**src/rtl/core/ppf_pkg.sv**
```systemverilog
// ----------------------------------------------------------------------------
// ppf_pkg
// Shared types and constants of the printer packet framer.
// ----------------------------------------------------------------------------
`timescale 1ns / 1ps
`default_nettype none

package ppf_pkg;

  localparam int unsigned MAX_PAYLOAD = 640;
  localparam int unsigned QUEUE_DEPTH = 4;
  localparam int unsigned QPTR_W      = $clog2(QUEUE_DEPTH);
  localparam int unsigned QCNT_W      = $clog2(QUEUE_DEPTH + 1);

  localparam logic [7:0] MAGIC_0       = 8'h88;
  localparam logic [7:0] MAGIC_1       = 8'h33;
  localparam logic [7:0] FILL_BYTE     = 8'h00;
  localparam logic [7:0] STATUS_ABSENT = 8'hFF;

  typedef enum logic [1:0] {
    OP_START   = 2'd0,
    OP_PAYLOAD = 2'd1,
    OP_RX      = 2'd2,
    OP_FAIL    = 2'd3
  } opcode_e;

  typedef enum logic [1:0] {
    RES_TX     = 2'd0,
    RES_STATUS = 2'd1,
    RES_ERROR  = 2'd2,
    RES_ABORT  = 2'd3
  } res_kind_e;

  typedef enum logic [2:0] {
    RUN_ERROR,
    RUN_ABORT,
    RUN_STATUS,
    RUN_PAYLOAD,
    RUN_HEADER
  } run_kind_e;

  // One queued run: everything the back end needs to expand an item's results
  typedef struct packed {
    run_kind_e   kind;
    logic [7:0]  data;
    logic [9:0]  len;
    logic [15:0] sum;
    logic        trailer;
  } run_t;

endpackage

`default_nettype wire

```
**src/rtl/core/ppf_front.sv**
```systemverilog
// ----------------------------------------------------------------------------
// ppf_front
// Packet sequencer: tracks phase, length and checksum, and turns each
// accepted item, bar a first received byte, into one run descriptor for the back end.
// ----------------------------------------------------------------------------
`timescale 1ns / 1ps
`default_nettype none

module ppf_front import ppf_pkg::*; (
  input  wire logic       clk_i,
  input  wire logic       rst_ni,
  input  wire logic       accept_i,
  input  wire logic [1:0] opcode_i,
  input  wire logic [7:0] command_i,
  input  wire logic [9:0] payload_length_i,
  input  wire logic [7:0] data_byte_i,
  output logic            run_valid_o,
  output run_t            run_o
);

  typedef enum logic [1:0] {
    PH_IDLE,
    PH_PAYLOAD,
    PH_RX1,
    PH_RX2
  } phase_e;

  phase_e      phase_q, phase_d;
  logic [9:0]  remain_q, remain_d;
  logic [15:0] sum_q, sum_d;
  logic [15:0] seed;
  logic [15:0] sum_add;
  opcode_e     op;

  assign op      = opcode_e'(opcode_i);
  assign seed    = {8'h00, command_i} + {8'h00, payload_length_i[7:0]}
                 + {14'h0, payload_length_i[9:8]};
  assign sum_add = sum_q + {8'h00, data_byte_i};

  always_comb begin
    phase_d       = phase_q;
    remain_d      = remain_q;
    sum_d         = sum_q;
    run_valid_o   = 1'b0;
    run_o.kind    = RUN_ERROR;
    run_o.data    = data_byte_i;
    run_o.len     = payload_length_i;
    run_o.sum     = sum_q;
    run_o.trailer = 1'b0;
    if (accept_i) begin
      case (op)
        OP_START: begin
          run_valid_o = 1'b1;
          if (phase_q == PH_IDLE && payload_length_i <= 10'(MAX_PAYLOAD)) begin
            run_o.kind    = RUN_HEADER;
            run_o.data    = command_i;
            run_o.sum     = seed;
            run_o.trailer = (payload_length_i == 10'd0);
            remain_d      = payload_length_i;
            sum_d         = seed;
            phase_d       = (payload_length_i == 10'd0) ? PH_RX1 : PH_PAYLOAD;
          end
        end
        OP_PAYLOAD: begin
          run_valid_o = 1'b1;
          if (phase_q == PH_PAYLOAD && remain_q != 10'd0) begin
            run_o.kind    = RUN_PAYLOAD;
            run_o.sum     = sum_add;
            run_o.trailer = (remain_q == 10'd1);
            remain_d      = remain_q - 10'd1;
            sum_d         = sum_add;
            if (remain_q == 10'd1) begin
              phase_d = PH_RX1;
            end
          end
        end
        OP_RX: begin
          case (phase_q)
            PH_RX1: begin
              phase_d = PH_RX2;
            end
            PH_RX2: begin
              run_valid_o = 1'b1;
              run_o.kind  = RUN_STATUS;
              phase_d     = PH_IDLE;
            end
            default: begin
              run_valid_o = 1'b1;
            end
          endcase
        end
        default: begin
          run_valid_o = 1'b1;
          run_o.kind  = RUN_ABORT;
          phase_d     = PH_IDLE;
          remain_d    = 10'd0;
        end
      endcase
    end
  end

  always_ff @(posedge clk_i or negedge rst_ni) begin
    if (!rst_ni) begin
      phase_q  <= PH_IDLE;
      remain_q <= '0;
      sum_q    <= '0;
    end else begin
      phase_q  <= phase_d;
      remain_q <= remain_d;
      sum_q    <= sum_d;
    end
  end

  a_payload_has_bytes: assert property (@(posedge clk_i) disable iff (!rst_ni)
    phase_q == PH_PAYLOAD |-> remain_q != 10'd0)
    else $error("payload phase with no bytes left");

  a_len_bounded: assert property (@(posedge clk_i) disable iff (!rst_ni)
    remain_q <= 10'(MAX_PAYLOAD))
    else $error("remaining count above limit");

endmodule

`default_nettype wire

```
**src/rtl/core/ppf_queue.sv**
```systemverilog
// ----------------------------------------------------------------------------
// ppf_queue
// Short FIFO of run descriptors between sequencer and byte emitter.
// ----------------------------------------------------------------------------
`timescale 1ns / 1ps
`default_nettype none

module ppf_queue import ppf_pkg::*; (
  input  wire logic clk_i,
  input  wire logic rst_ni,
  input  wire logic wr_i,
  input  run_t      wr_data_i,
  output logic      full_o,
  input  wire logic rd_i,
  output logic      valid_o,
  output run_t      rd_data_o
);

  run_t              mem_q [QUEUE_DEPTH];
  logic [QPTR_W-1:0] wr_ptr_q, rd_ptr_q;
  logic [QCNT_W-1:0] count_q;
  logic              do_wr, do_rd;

  assign full_o    = (count_q == QCNT_W'(QUEUE_DEPTH));
  assign valid_o   = (count_q != '0);
  assign rd_data_o = mem_q[rd_ptr_q];
  assign do_wr     = wr_i && !full_o;
  assign do_rd     = rd_i && valid_o;

  always_ff @(posedge clk_i) begin
    if (do_wr) begin
      mem_q[wr_ptr_q] <= wr_data_i;
    end
  end

  always_ff @(posedge clk_i or negedge rst_ni) begin
    if (!rst_ni) begin
      wr_ptr_q <= '0;
      rd_ptr_q <= '0;
      count_q  <= '0;
    end else begin
      if (do_wr) begin
        wr_ptr_q <= wr_ptr_q + QPTR_W'(1);
      end
      if (do_rd) begin
        rd_ptr_q <= rd_ptr_q + QPTR_W'(1);
      end
      case ({do_wr, do_rd})
        2'b10:   count_q <= count_q + QCNT_W'(1);
        2'b01:   count_q <= count_q - QCNT_W'(1);
        default: count_q <= count_q;
      endcase
    end
  end

  a_count_bounded: assert property (@(posedge clk_i) disable iff (!rst_ni)
    count_q <= QCNT_W'(QUEUE_DEPTH))
    else $error("queue count overflow");

  a_ptr_gap: assert property (@(posedge clk_i) disable iff (!rst_ni)
    QPTR_W'(wr_ptr_q - rd_ptr_q) == QPTR_W'(count_q))
    else $error("queue pointers disagree with count");

endmodule

`default_nettype wire

```
**src/rtl/core/ppf_back.sv**
```systemverilog
// ----------------------------------------------------------------------------
// ppf_back
// Byte emitter: expands each run descriptor into its result transfers,
// one per cycle into the output register while it is empty or being popped.
// ----------------------------------------------------------------------------
`timescale 1ns / 1ps
`default_nettype none

module ppf_back import ppf_pkg::*; (
  input  wire logic       clk_i,
  input  wire logic       rst_ni,
  input  wire logic       run_valid_i,
  input  run_t            run_i,
  output logic            run_pop_o,
  output logic            empty,
  input  wire logic       pop,
  output logic [1:0]      result_kind_o,
  output logic [7:0]      tx_byte_o,
  output logic [7:0]      status_byte_o,
  output logic            printer_present_o,
  output logic            last_of_run_o
);

  localparam logic [3:0] LastStepMax = 4'd9;

  logic       out_valid_q;
  res_kind_e  kind_q, kind_d;
  logic [7:0] tx_q, tx_d;
  logic [7:0] status_q, status_d;
  logic       present_q, present_d;
  logic       last_q, last_d;
  logic [3:0] step_q;
  logic [3:0] last_step;
  logic       adv, emit;

  function automatic logic [7:0] trailer_byte(logic [15:0] sum, logic [3:0] idx);
    case (idx)
      4'd0:    return sum[7:0];
      4'd1:    return sum[15:8];
      default: return FILL_BYTE;
    endcase
  endfunction

  assign adv  = !out_valid_q || pop;
  assign emit = adv && run_valid_i;

  always_comb begin
    kind_d    = RES_ERROR;
    tx_d      = 8'h00;
    status_d  = 8'h00;
    present_d = 1'b0;
    last_step = 4'd0;
    case (run_i.kind)
      RUN_HEADER: begin
        kind_d    = RES_TX;
        last_step = run_i.trailer ? 4'd9 : 4'd5;
        case (step_q)
          4'd0:    tx_d = MAGIC_0;
          4'd1:    tx_d = MAGIC_1;
          4'd2:    tx_d = run_i.data;
          4'd3:    tx_d = FILL_BYTE;
          4'd4:    tx_d = run_i.len[7:0];
          4'd5:    tx_d = {6'h00, run_i.len[9:8]};
          default: tx_d = trailer_byte(run_i.sum, step_q - 4'd6);
        endcase
      end
      RUN_PAYLOAD: begin
        kind_d    = RES_TX;
        last_step = run_i.trailer ? 4'd4 : 4'd0;
        tx_d      = (step_q == 4'd0) ? run_i.data
                                     : trailer_byte(run_i.sum, step_q - 4'd1);
      end
      RUN_STATUS: begin
        kind_d    = RES_STATUS;
        status_d  = run_i.data;
        present_d = (run_i.data != STATUS_ABSENT);
      end
      RUN_ABORT: begin
        kind_d = RES_ABORT;
      end
      default: begin
        kind_d = RES_ERROR;
      end
    endcase
    last_d = (step_q == last_step);
  end

  assign run_pop_o = emit && last_d;

  always_ff @(posedge clk_i or negedge rst_ni) begin
    if (!rst_ni) begin
      out_valid_q <= 1'b0;
      step_q      <= '0;
    end else begin
      if (emit) begin
        out_valid_q <= 1'b1;
        step_q      <= last_d ? 4'd0 : step_q + 4'd1;
      end else if (pop) begin
        out_valid_q <= 1'b0;
      end
    end
  end

  always_ff @(posedge clk_i) begin
    if (emit) begin
      kind_q    <= kind_d;
      tx_q      <= tx_d;
      status_q  <= status_d;
      present_q <= present_d;
      last_q    <= last_d;
    end
  end

  assign empty             = !out_valid_q;
  assign result_kind_o     = kind_q;
  assign tx_byte_o         = tx_q;
  assign status_byte_o     = status_q;
  assign printer_present_o = present_q;
  assign last_of_run_o     = last_q;

  a_step_bounded: assert property (@(posedge clk_i) disable iff (!rst_ni)
    step_q <= LastStepMax)
    else $error("emitter step out of range");

  a_step_needs_run: assert property (@(posedge clk_i) disable iff (!rst_ni)
    step_q != 4'd0 |-> run_valid_i)
    else $error("run left queue mid expansion");

endmodule

`default_nettype wire

```
**src/rtl/core/printer_packet_framer.sv**
```systemverilog
// ----------------------------------------------------------------------------
// printer_packet_framer
// Frames printer packets (magic header, command, length, payload, 16-bit
// additive checksum, keepalive) and reports the printer status reply.
// ----------------------------------------------------------------------------
// Path: an item's first result reaches the outputs through the run queue and the
//   output register; further results of the same item follow one per cycle while pop
//   is held. Throughput: one item in per cycle while the 4-entry run queue has room;
//   one result out per cycle while pop is held. A valid start yields 6 results (10
//   for an empty packet), the last payload byte 5, a first received byte none, every
//   other item 1.
// Reset: rst_ni clears phase, counters, queue and output valid at once.
// ----------------------------------------------------------------------------
`timescale 1ns / 1ps
`default_nettype none

module printer_packet_framer import ppf_pkg::*; (
  input  wire logic       clk_i,
  input  wire logic       rst_ni,
  input  wire logic       push,
  output logic            full,
  input  wire logic [1:0] opcode_i,
  input  wire logic [7:0] command_i,
  input  wire logic [9:0] payload_length_i,
  input  wire logic [7:0] data_byte_i,
  output logic            empty,
  input  wire logic       pop,
  output logic [1:0]      result_kind_o,
  output logic [7:0]      tx_byte_o,
  output logic [7:0]      status_byte_o,
  output logic            printer_present_o,
  output logic            last_of_run_o
);

  logic accept;
  logic run_wr;
  run_t run_wr_data;
  logic q_full;
  logic q_valid;
  run_t q_data;
  logic q_pop;

  assign full   = q_full;
  assign accept = push && !q_full;

  ppf_front u_front (
    .clk_i            (clk_i),
    .rst_ni           (rst_ni),
    .accept_i         (accept),
    .opcode_i         (opcode_i),
    .command_i        (command_i),
    .payload_length_i (payload_length_i),
    .data_byte_i      (data_byte_i),
    .run_valid_o      (run_wr),
    .run_o            (run_wr_data)
  );

  ppf_queue u_queue (
    .clk_i     (clk_i),
    .rst_ni    (rst_ni),
    .wr_i      (run_wr),
    .wr_data_i (run_wr_data),
    .full_o    (q_full),
    .rd_i      (q_pop),
    .valid_o   (q_valid),
    .rd_data_o (q_data)
  );

  ppf_back u_back (
    .clk_i             (clk_i),
    .rst_ni            (rst_ni),
    .run_valid_i       (q_valid),
    .run_i             (q_data),
    .run_pop_o         (q_pop),
    .empty             (empty),
    .pop               (pop),
    .result_kind_o     (result_kind_o),
    .tx_byte_o         (tx_byte_o),
    .status_byte_o     (status_byte_o),
    .printer_present_o (printer_present_o),
    .last_of_run_o     (last_of_run_o)
  );

endmodule

`default_nettype wire

```
**config.mk**
```make
export PLATFORM = sky130hd
export DESIGN_NAME = printer_packet_framer
export DESIGN_NICKNAME = d
export VERILOG_FILES = /design/src/rtl/core/ppf_pkg.sv /design/src/rtl/core/ppf_front.sv /design/src/rtl/core/ppf_queue.sv /design/src/rtl/core/ppf_back.sv /design/src/rtl/core/printer_packet_framer.sv
export SDC_FILE = /design/constraint.sdc
export NUM_CORES = 1
export LEC_CHECK = 0
export BUFFER_PORTS_ARGS = -buffer_cell sky130_fd_sc_hd__buf_4
export CORE_ASPECT_RATIO = 0.75
export CORE_MARGIN = 4
export CORE_UTILIZATION = 40
export CTS_CLUSTER_DIAMETER = 60
export DETAILED_ROUTE_END_ITERATION = 12
export PLACE_DENSITY = 0.66
export SLEW_MARGIN = 0
export SYNTH_ARGS = -nofsm -noshare
export SYNTH_HDL_FRONTEND = slang
export SYNTH_HIERARCHICAL = 1
export SYNTH_SLANG_ARGS = --single-unit
```
**constraint.sdc**
```tcl
create_clock -name clk_i -period 9.5 [get_ports clk_i]
set_clock_uncertainty 0.1 [all_clocks]
set_input_delay 0.475 -clock clk_i [delete_from_list [all_inputs] [get_ports clk_i]]
set_output_delay 0.475 -clock clk_i [all_outputs]
set_load 0.05 [all_outputs]
```
==> results of run 1 <==
## worst register-to-register path: cells and delay by family, from the launching register on
family	cells	cell delay, ns
DFF	1	0.34
xor gates and xnor gates	2	0.30
adders and majority gates	2	0.57
buffers and inverters	2	0.67
and+or+nand+nor	3	0.75
AOI/OAI and AO/OA	3	0.81
muxes	1	0.69
## stage by stage
step	cells	power (mW)	util, %	hold WS (ns)	worst slack, ns
after CTS	1146	3.90	45.8	0.124	5.17
after floorplan	745	2.64	-	0.0794	5.90
after global routing	1146	4.10	45.8	0.141	4.78
after global placement	1108	3.00	42.9	0.397	5.25
after detailed placement	1108	3.02	42.9	0.404	5.18
final	1146	3.88	45.8	0.154	5.21
## cell usage in the layout, fill, tap and decap left out, drive strengths merged, types with 12 or more instances in the layout
cell | synthesis | routed
edfxtp | 172 | 172
nand2 | 57 | 57
buf | 27 | 55
o21ai | 42 | 42
dfrtp | 40 | 40
mux4 | 38 | 38
ha | 36 | 36
inv | 29 | 30
a21oi | 28 | 28
nor2 | 26 | 26
clkbuf | 9 | 26
nand3 | 16 | 16
a22oi | 15 | 15
and2 | 15 | 15
xnor2 | 14 | 14
or3 | 13 | 13
o211ai | 12 | 12
nor3 | 12 | 12
## routing by layer
layer,up-vias,part of all wire [%],wire (µm)
met2,314,41,10200
met4,0,2.3,564
li1,3001,-,-
met3,37,8.4,2070
met1,3314,48,11700
met5,-,0,0
## area by class of cell
type,count,area (µm²)
clock buffers,26,564
clock inverters,11,159
fillers,2294,14100
inverters,29,109
multi-input cells,468,4030
flip-flops and latches,212,6170
well taps,344,430
repair buffers,56,423
## final timing paths
| check | slack (ns) | depth (start not counted) | to | from |
|---|---|---|---|---|
| setup / recovery | 5.21 | 13 | u_queue/count_q[2] | u_queue/rd_ptr_q[0] |
| min in group asynchronous | 0.44 | 2 | u_back/step_q[0] | rst_ni |
| hold reg to reg | 0.42 | 2 | u_front/sum_q[2] | u_front/sum_q[2] |
| hold / removal | 0.15 | 1 | u_queue/mem_q[2][26] | payload_length_i[9] |
| setup reg to reg | 5.21 | 13 | u_queue/count_q[2] | u_queue/rd_ptr_q[0] |
| max in group asynchronous | 8.42 | 2 | u_front/sum_q[7] | rst_ni |
## what timing repair did
item / in CTS / in global routing
hold buffers: 1 / 0
setup buffers: 0 / 0
endpoints found under the hold margin: 40 / 0
## logic make-up (layout without fill, tap and decap cells)
group	after synthesis	count (layout)	share of synthesized area (%)
simple gates	182	182	10.1
mux	44	44	8.74
buf+inv	65	122	3.61
flops	212	212	58.3
compound gates	180	180	12.3
xor+xnor	21	21	1.74
fa+ha+maj	41	41	5.21
## flip-flops by register name (all words and copies together), names as in the netlist
register,flops
u_front/remain_q,10
u_queue/count_q,3
u_back/status_byte_o,8
u_back/result_kind_o,2
u_back/printer_present_o,1
u_queue/mem_q,152
u_back/out_valid_q,1
u_back/last_of_run_o,1
u_front/sum_q,16
u_back/tx_byte_o,8
u_queue/rd_ptr_q,2
u_back/step_q,4
u_front/phase_q,2
u_queue/wr_ptr_q,2
## power groups by stage
stage	Clock, mW	Combinational [mW]	Sequential [mW]
after floorplan	0	1.08	1.56
after global placement	0	1.53	1.47
after detailed placement	0	1.55	1.48
after CTS	0.891	1.55	1.46
after global routing	0.934	1.68	1.49
final	0.869	1.55	1.46
==> flow_summary.toml, run 1 <==
[run_status]
status = "finished, final reports clean"

[floorplan]
num_io_pins = 54
die_area_um2 = 29100
dieWidth_um = 196
die_h_um = 149
row_count = 51
start_util_pct = 40.7
coreArea_um2 = 26000

[timing]
setup_viol_count_final = 0
post-route-period-util_pct = 45.1
drv_slew = 0
setup_tns_ns = 0
final_hold_viol_count = 0
fmax_mhz = 233
min_period_ns = 4.29
tightest_slew_ns = 1.08
rsz0062_at_grt = "false"
max_slew_margin_pct = 28.3

[cts]
clock-root-buffer = "clkbuf_16"
cts.repair.resized = 0
htree_num_levels = 1
numCtsBuffers = 21
clock_latency_ns = 0.50
cts.path.max_buffers = 3
cts_sinks = 212
cts_tree = "built"
clkTransAtPathRegs_ns = 0.06

[worst_setup_path]
critPathTopFamily = "compound AO/OA/AOI/OAI gates"
crit_buf_inv = 2
critical_path_required_ns = 9.82
slowest_delay_ns = 0.67
worst_path_most_repeated_cell = "xor2_1"
path_cells = "buf_4 > mux4_2 > nor4b_1 > o21ai_0 > a221oi_4 > and2_2 > o31a_1 > ha_1 > inv_1 > fa_1 > xor2_1 > nor2_1 > xor2_1"
cp-end-kind = "register"
worst_setup_path_start_kind = "register"
critPathMaxFanout = 40
worstSetupPathType = "register to register"
arrival_ns = 4.60
critPathSlowestCell = "mux4_2"

[power_and_ir_drop]
peakVddDrop_mv = 0.263
combPwrFrac_pct = 40.0
powerDensity_nw_per_um2 = 326
switchingPower_mw = 1.43
power_frac_seq_pct = 37.6
p_int_mw = 2.44
p_sw_share_pct = 37.0
p_clk_share_pct = 22.4
p_leak_nw = 4.38

[global_route]
grt_max_degree = 41
use_met3_pct = 3.27
grt_pass1_vias = 6424
grt_usage_pct = 16.9
grt_util_met2_pct = 23.4
grt_use_met1_pct = 27.1
overflow = 0
grt.busiest_layer = "met1"
antenna_found_initial = 1
grt_pass1_wl_mm = 38.3

[drt]
via_count = 6666
wl_mm = 24.5
drt-initial-drc-count = 638
firstDrtPassIters = 5
avgRoutedWirePerCell_um = 21.4
drc = 0
routed_via_density = 5.82
drtAntennaViolNets = 0

[synthesis]
ys_top_cells_by_count = "172 x edfxtp_1, 56 x nand2_1, 40 x dfrtp_1"
yosysTopAreaCell = "edfxtp_1"
synth_edf_count = 172
synth_cell_types = 86
syn_avg_cell_area_um2 = 14.2
synth.area.top_cells = "edfxtp_1 49%, dfrtp_1 9.5%, mux4_2 8.1%"
synth_nets = 818
synth_most_common_cell = "edfxtp_1"
ys_ff_latch = 212
yosysWarnings = 6
netlist.area_leader.share_pct = 48.8
ys.flop_type = "edfxtp_1"
mappedNetlistArea_um2 = 10600
synthArstFlopShare_pct = 18.9
synth_seq_area_share_pct = 58.3
synthCells = 745

[min_path]
holdCritPathClass = "input port to register"

[job]
cap_violations = 0

[place]
dpl.hpwl_mm = 16.9
dpl_cell_area_um2 = 11200
finalWeightedCongestion = 0.919
numPortBuffers = 53

[final_layout]
area_delta_synth_final_pct = 12.4
fin_nets = 861
stdcell_area_um2 = 11900
layout-drive-gt1-share_pct = 21.3
n_antenna_cell = 0
(Power assumes the default switching activity.)
==> run 2: changes to the inputs <==
- ABC_AREA: default -> 1
- PLACE_DENSITY: 0.66 -> 0.68
- clock period: 9.5 -> 3.85 ns (I/O delays scaled with it)
==> run 2 against run 1 <==
- worst hold slack got worse by 0.12 ns
- global-route usage increased by 1.0 points
- via count grew 30%
- register-to-register slack worse by 4.7 ns
- cell count grew 50%
- total power grew to 2.7 times the previous value
- sequential power increased by 150%
- setup slack got worse by 4.7 ns
- sequential cell count did not move
- utilization increased by 0.28 points
==> flow_summary.toml, run 2 <==
[run_status]
status = "finished, final reports clean"

[synthesis]
synth_seq_area_share_pct = 52.0
ys_top_cells_by_count = "397 x nand2_1, 179 x inv_1, 172 x edfxtp_1"
synthCells = 1255
synth_most_common_cell = "nand2_1"
synthArstFlopShare_pct = 18.9
ys.flop_type = "edfxtp_1"
mappedNetlistArea_um2 = 11900
synth_cell_types = 42
synth.area.top_cells = "edfxtp_1 44%, nand2_1 13%, dfrtp_1 8.4%"
synth_nets = 1328
ys_ff_latch = 212
yosysTopAreaCell = "edfxtp_1"
netlist.area_leader.share_pct = 43.5
syn_avg_cell_area_um2 = 9.46
synth_edf_count = 172
yosysWarnings = 6

[cts]
htree_num_levels = 1
cts.path.max_buffers = 3
numCtsBuffers = 23
clock_latency_ns = 0.52
clkTransAtPathRegs_ns = 0.06
cts_tree = "built"
cts_sinks = 212
cts.repair.resized = 0
postCtsSetupRepairBufs = 0
clock-root-buffer = "clkbuf_16"

[drt]
drt-initial-drc-count = 1024
routed_via_density = 5.05
avgRoutedWirePerCell_um = 16.7
via_count = 8688
drtAntennaViolNets = 0
drc = 0
wl_mm = 28.7
firstDrtPassIters = 5

[final_layout]
final_cells = 1722
layout-drive-gt1-share_pct = 17.0
top_regs = "u_queue/mem_q x152, u_front/sum_q x16, u_front/remain_q x10"
area_delta_synth_final_pct = 13.2
n_antenna_cell = 0
top_register = "u_queue/mem_q"
final_common_cell = "nand2_1"
final_cell_mix = "397 x nand2_1, 179 x inv_1, 172 x edfxtp_1, 75 x nand3_1, 69 x o211ai_2"
fin_nets = 1387
largest_reg_flops = 152

[worst_setup_path]
cp-end-kind = "register"
critPathMaxFanout = 30
worst_path_most_repeated_cell = "nand2_1"
worst_setup_path_start_kind = "register"
arrival_ns = 3.64
r2r_slack_ns = 0.50
reg2reg_from = "u_queue/rd_ptr_q[0]"
slowest_delay_ns = 0.43
reg2reg_depth = 20
worstSetupPathType = "register to register"
worst_r2r_endpoint = "u_queue/count_q[2]"
path_cells = "inv_6 > nand2_1 > o211ai_1 > nand2_1 > inv_1 > nand3_2 > inv_2 > nand3_1 > nand2_1 > nand2_1 > nor3_4 > nand2_1 > inv_1 > ha_1 > inv_1 > fa_1 > nand2_1 > nand3_1 > nand2_1 > nand2_1"
critical_path_required_ns = 4.15
critPathSlowestCell = "dfrtp_1"

[global_route]
grt_max_degree = 86
grt_pass1_wl_mm = 45.5
grt_usage_pct = 17.9
grt_pass1_vias = 8062
antenna_found_initial = 0
overflow = 0

[timing]
final_hold_viol_count = 0
max_slew_margin_pct = 31.7
setup_viol_count_final = 0
min_period_ns = 3.35
post-route-period-util_pct = 86.9
setup_tns_ns = 0
drv_slew = 0
rsz0062_at_grt = "false"
tightest_slew_ns = 1.02
fmax_mhz = 299

[min_path]
worstHoldStart = "command_i[7]"
min_path_cells = 3
holdCritPathClass = "input port to register"
min_to = "u_queue/mem_q[2][34]"

[job]
cap_violations = 0

[place]
finalWeightedCongestion = 0.931
numPortBuffers = 53
dpl.hpwl_mm = 20.7
post-place-cells = 1664

[floorplan]
die_h_um = 157
num_io_pins = 54
dieWidth_um = 207
row_count = 54
die_area_um2 = 32500
start_util_pct = 40.7
coreArea_um2 = 29200

[power_and_ir_drop]
powerDensity_nw_per_um2 = 787
fin_total_pwr_mw = 10.6
p_leak_nw = 6.11
peakVddDrop_mv = 0.344
==> run 2: changes by cell type after synthesis, moves of 30 or more <==
cell      delta
nor2_1      +30
nand2_1    +341
nand3_1     +61
o211ai_2    +68
mux4_2      -38
inv_1      +151
==> run 2: area by class of cell <==
cell class	instances	area, µm²
Clock buffer	29	618
Clock inverter	12	120
Fill cell	2765	15800
Inverter	192	732
Multi-Input combinational cell	806	4650
Sequential cell	212	6170
Tap cell	392	490
Timing Repair Buffer	79	661
==> run 2: worst max path at each step <==
| stage | start | endpoint | slack, ns | cells after the start |
|---|---|---|---|---|
| after floorplan | u_queue/count_q[0] | u_queue/mem_q[0][0] | 0.17 | 9 |
| after global placement | u_queue/rd_ptr_q[0] | u_queue/count_q[2] | 0.71 | 20 |
| after detailed placement | u_queue/rd_ptr_q[0] | u_queue/count_q[2] | 0.59 | 20 |
| after CTS | u_queue/rd_ptr_q[0] | u_queue/count_q[2] | 0.56 | 20 |
| after global routing | u_queue/rd_ptr_q[0] | u_queue/count_q[2] | 0.28 | 20 |
| final | u_queue/rd_ptr_q[0] | u_queue/count_q[2] | 0.50 | 20 |
==> run 2: metal layers <==
metal / up-vias / routed length [µm] / global-route usage (%)
met3: 39 / 2010 / 2.53
met1: 4097 / 14300 / 28.6
met4: 0 / 613 / 3.87
li1: 4258 / - / -
met5: - / 0 / 0
met2: 294 / 11800 / 25.7
==> run 2: what timing repair did <==
| item | in CTS | in global routing |
|---|---|---|
| hold buffers | 17 | 0 |
| hold endpoints to repair | 94 | 0 |
| setup endpoints to repair | 0 | 0 |
==> run 2: kinds of logic (layout without fill, tap and decap cells) <==
logic type                 after synthesis  in the layout  share of synthesized area (%)
muxes                                    1              1                         0.0843
buffers and inverters                  237            312                           9.15
AOI/OAI and AO/OA                      156            156                           11.4
adders and majority gates               41             41                           4.64
xor gates and xnor gates                11             11                          0.812
DFF                                    212            212                           52.0
and+or+nand+nor                        597            597                           21.9
==> run 2: through the flow <==
stage / cell area [µm²] / worst slack (ns) / util, % / hold WS [ns]
2_1_floorplan: 11900 / 0.168 / - / -0.203
3_3_place_gp: 12500 / 0.713 / 42.9 / 0.134
3_5_place_dp: 12500 / 0.594 / 42.9 / 0.140
4_1_cts: 13400 / 0.557 / 46.0 / 0.0102
5_1_grt: 13400 / 0.284 / 46.0 / 0.0233
6_report: 13400 / 0.505 / 46.0 / 0.0381
==> run 2: where the power goes <==
group	switching, mW	internal (mW)	leakage [nW]	total, mW
logic	3.40	1.43	3.63	4.83
registers	0.337	3.25	2.12	3.58
clock network	0.888	1.27	0.361	2.16
==> run 2: critical path: cells and delay by family, from the launching register on <==
kind                       cells  cell delay, ns
DFF                            1            0.43
adders and majority gates      2            0.57
AOI/OAI and AO/OA              1            0.09
and+or+nand+nor               12            1.28
buffers and inverters          5            0.73
==> run 3: changes to the inputs <==
- CORE_UTILIZATION: 40 -> 56
- PLACE_DENSITY: 0.68 -> 0.87
==> run 3 against run 2 <==
- critical path depth stayed put
- die area is 27% lower
- register-to-register slack worse by 0.19 ns
- sequential share of layout area is 0.28 points higher
- clock power is 6% higher
- cell area is 0.61% lower
- critical path type unchanged
- global-route usage is 6.7 points higher
==> flow_summary.toml, run 3 (synthesis gave the netlist of run 2 again) <==
[final_layout]
top_register = "u_queue/mem_q"
final_cell_mix = "397 x nand2_1, 179 x inv_1, 172 x edfxtp_1, 75 x nand3_1, 69 x o211ai_2"
n_antenna_cell = 0
final_common_cell = "nand2_1"
final_cells = 1614
top_regs = "u_queue/mem_q x152, u_front/sum_q x16, u_front/remain_q x10"
largest_reg_flops = 152
area_delta_synth_final_pct = 12.5
fin_nets = 1389
layout-drive-gt1-share_pct = 17.2

[timing]
final_hold_viol_count = 0
min_period_ns = 3.54
fin_hold_ws_ns = 0.0350
post-route-period-util_pct = 91.9
fmax_mhz = 283
max_slew_margin_pct = 37.9
tightest_slew_ns = 0.922
setup_tns_ns = 0
rsz0062_at_grt = "false"
drv_slew = 0
setup_viol_count_final = 0

[power_and_ir_drop]
power_frac_seq_pct = 33.2
switchingPower_mw = 4.69
p_leak_nw = 6.15
p_int_mw = 6.08
peakVddDrop_mv = 0.388
p_sw_share_pct = 43.6
powerDensity_nw_per_um2 = 806
combPwrFrac_pct = 45.5
p_clk_share_pct = 21.3

[cts]
cts.path.max_buffers = 3
clock-root-buffer = "clkbuf_16"
cts_sinks = 212
cts.repair.resized = 0
clkTransAtPathRegs_ns = 0.07
clock_latency_ns = 0.51
cts_hold_buf = 18
postCtsSetupRepairBufs = 0
htree_num_levels = 1
cts_tree = "built"
numCtsBuffers = 22

[run_status]
status = "finished, final reports clean"

[worst_setup_path]
cp-end-kind = "register"
critPathMaxFanout = 37
critical_path_required_ns = 4.20
worstSetupPathType = "register to register"
arrival_ns = 3.89
worst_setup_path_start_kind = "register"

[global_route]
antenna_found_initial = 0
grt_usage_pct = 24.5
grt_max_degree = 62
grt_pass1_wl_mm = 46.2
grt_pass1_vias = 8842
overflow = 0

[floorplan]
dieWidth_um = 176
row_count = 45
num_io_pins = 54
die_h_um = 134
coreArea_um2 = 20600
start_util_pct = 57.7
die_area_um2 = 23600

[place]
finalWeightedCongestion = 1.03
dpl.hpwl_mm = 19.9
numPortBuffers = 53
post-place-cells = 1556

[drt]
firstDrtPassIters = 6
wl_mm = 28.8
via_count = 9067
avgRoutedWirePerCell_um = 17.9
drc = 0
drtAntennaViolNets = 0
routed_via_density = 5.62
drt-initial-drc-count = 921

[job]
cap_violations = 0

[min_path]
holdCritPathClass = "input port to register"
==> run 3: power by group through the flow <==
stage / clock network, mW / logic, mW / registers (mW)
after global routing: 2.44 / 5.35 / 3.64
after global placement: 0 / 4.61 / 3.59
after CTS: 2.33 / 4.83 / 3.57
final: 2.29 / 4.90 / 3.58
after detailed placement: 0 / 4.76 / 3.61
after floorplan: 0 / 3.33 / 3.90
==> run 3: worst max-delay path, cell delays in order (launching register included) <==
cell and delay [ns]:
dfrtp_1 0.42, inv_4 0.34, buf_4 0.36, nand2_1 0.11, o211ai_2 0.08, nand2_1 0.13
nand2_1 0.12, nand2_1 0.07, nand2_1 0.07, nand2_1 0.12, nor3_4 0.27, nand2_1 0.12
inv_1 0.12, ha_1 0.19, inv_1 0.09, fa_1 0.41, inv_1 0.10, nand2_1 0.08
nand3_1 0.07, nand2_1 0.05, nand2_1 0.06
==> run 3: area by class of cell <==
class	instances	area, µm²
clock buffer	29	608
clock inverter	11	176
fill	1592	7190
inverter	192	729
multi-input combinational	806	4650
sequential	212	6170
tap	282	353
timing repair buffer	82	673
==> run 3: final timing paths <==
path,endpoint,slack (ns),startpoint,cells past startpoint
max,u_queue/count_q[2],0.31,u_queue/rd_ptr_q[0],20
min,u_queue/mem_q[0][30],0.04,data_byte_i[3],3
max reg2reg,u_queue/count_q[2],0.31,u_queue/rd_ptr_q[0],20
min reg2reg,u_front/sum_q[7],0.41,u_front/sum_q[7],2
max in group asynchronous,u_queue/rd_ptr_q[1],3.05,rst_ni,2
min in group asynchronous,u_back/step_q[0],0.16,rst_ni,2
==> run 3: per-stage QoR <==
step | util (%) | area, µm² | worst slack [ns] | power, mW
detailed placement | 60.3 | 12400 | 0.478 | 8.37
global placement | 60.3 | 12400 | 0.628 | 8.20
finish | 65.0 | 13400 | 0.312 | 10.8
CTS | 65.0 | 13400 | 0.356 | 10.7
global route | 65.0 | 13400 | 0.0926 | 11.4
floorplan | - | 11900 | 0.168 | 7.23
==> run 3: routing by layer <==
layer	vias to the layer above	GRT usage [%]	share of wire, %
li1	4265	-	-
met5	-	0	0
met1	4264	35.0	41
met2	482	38.3	45
met4	0	6.41	2.5
met3	56	5.72	11
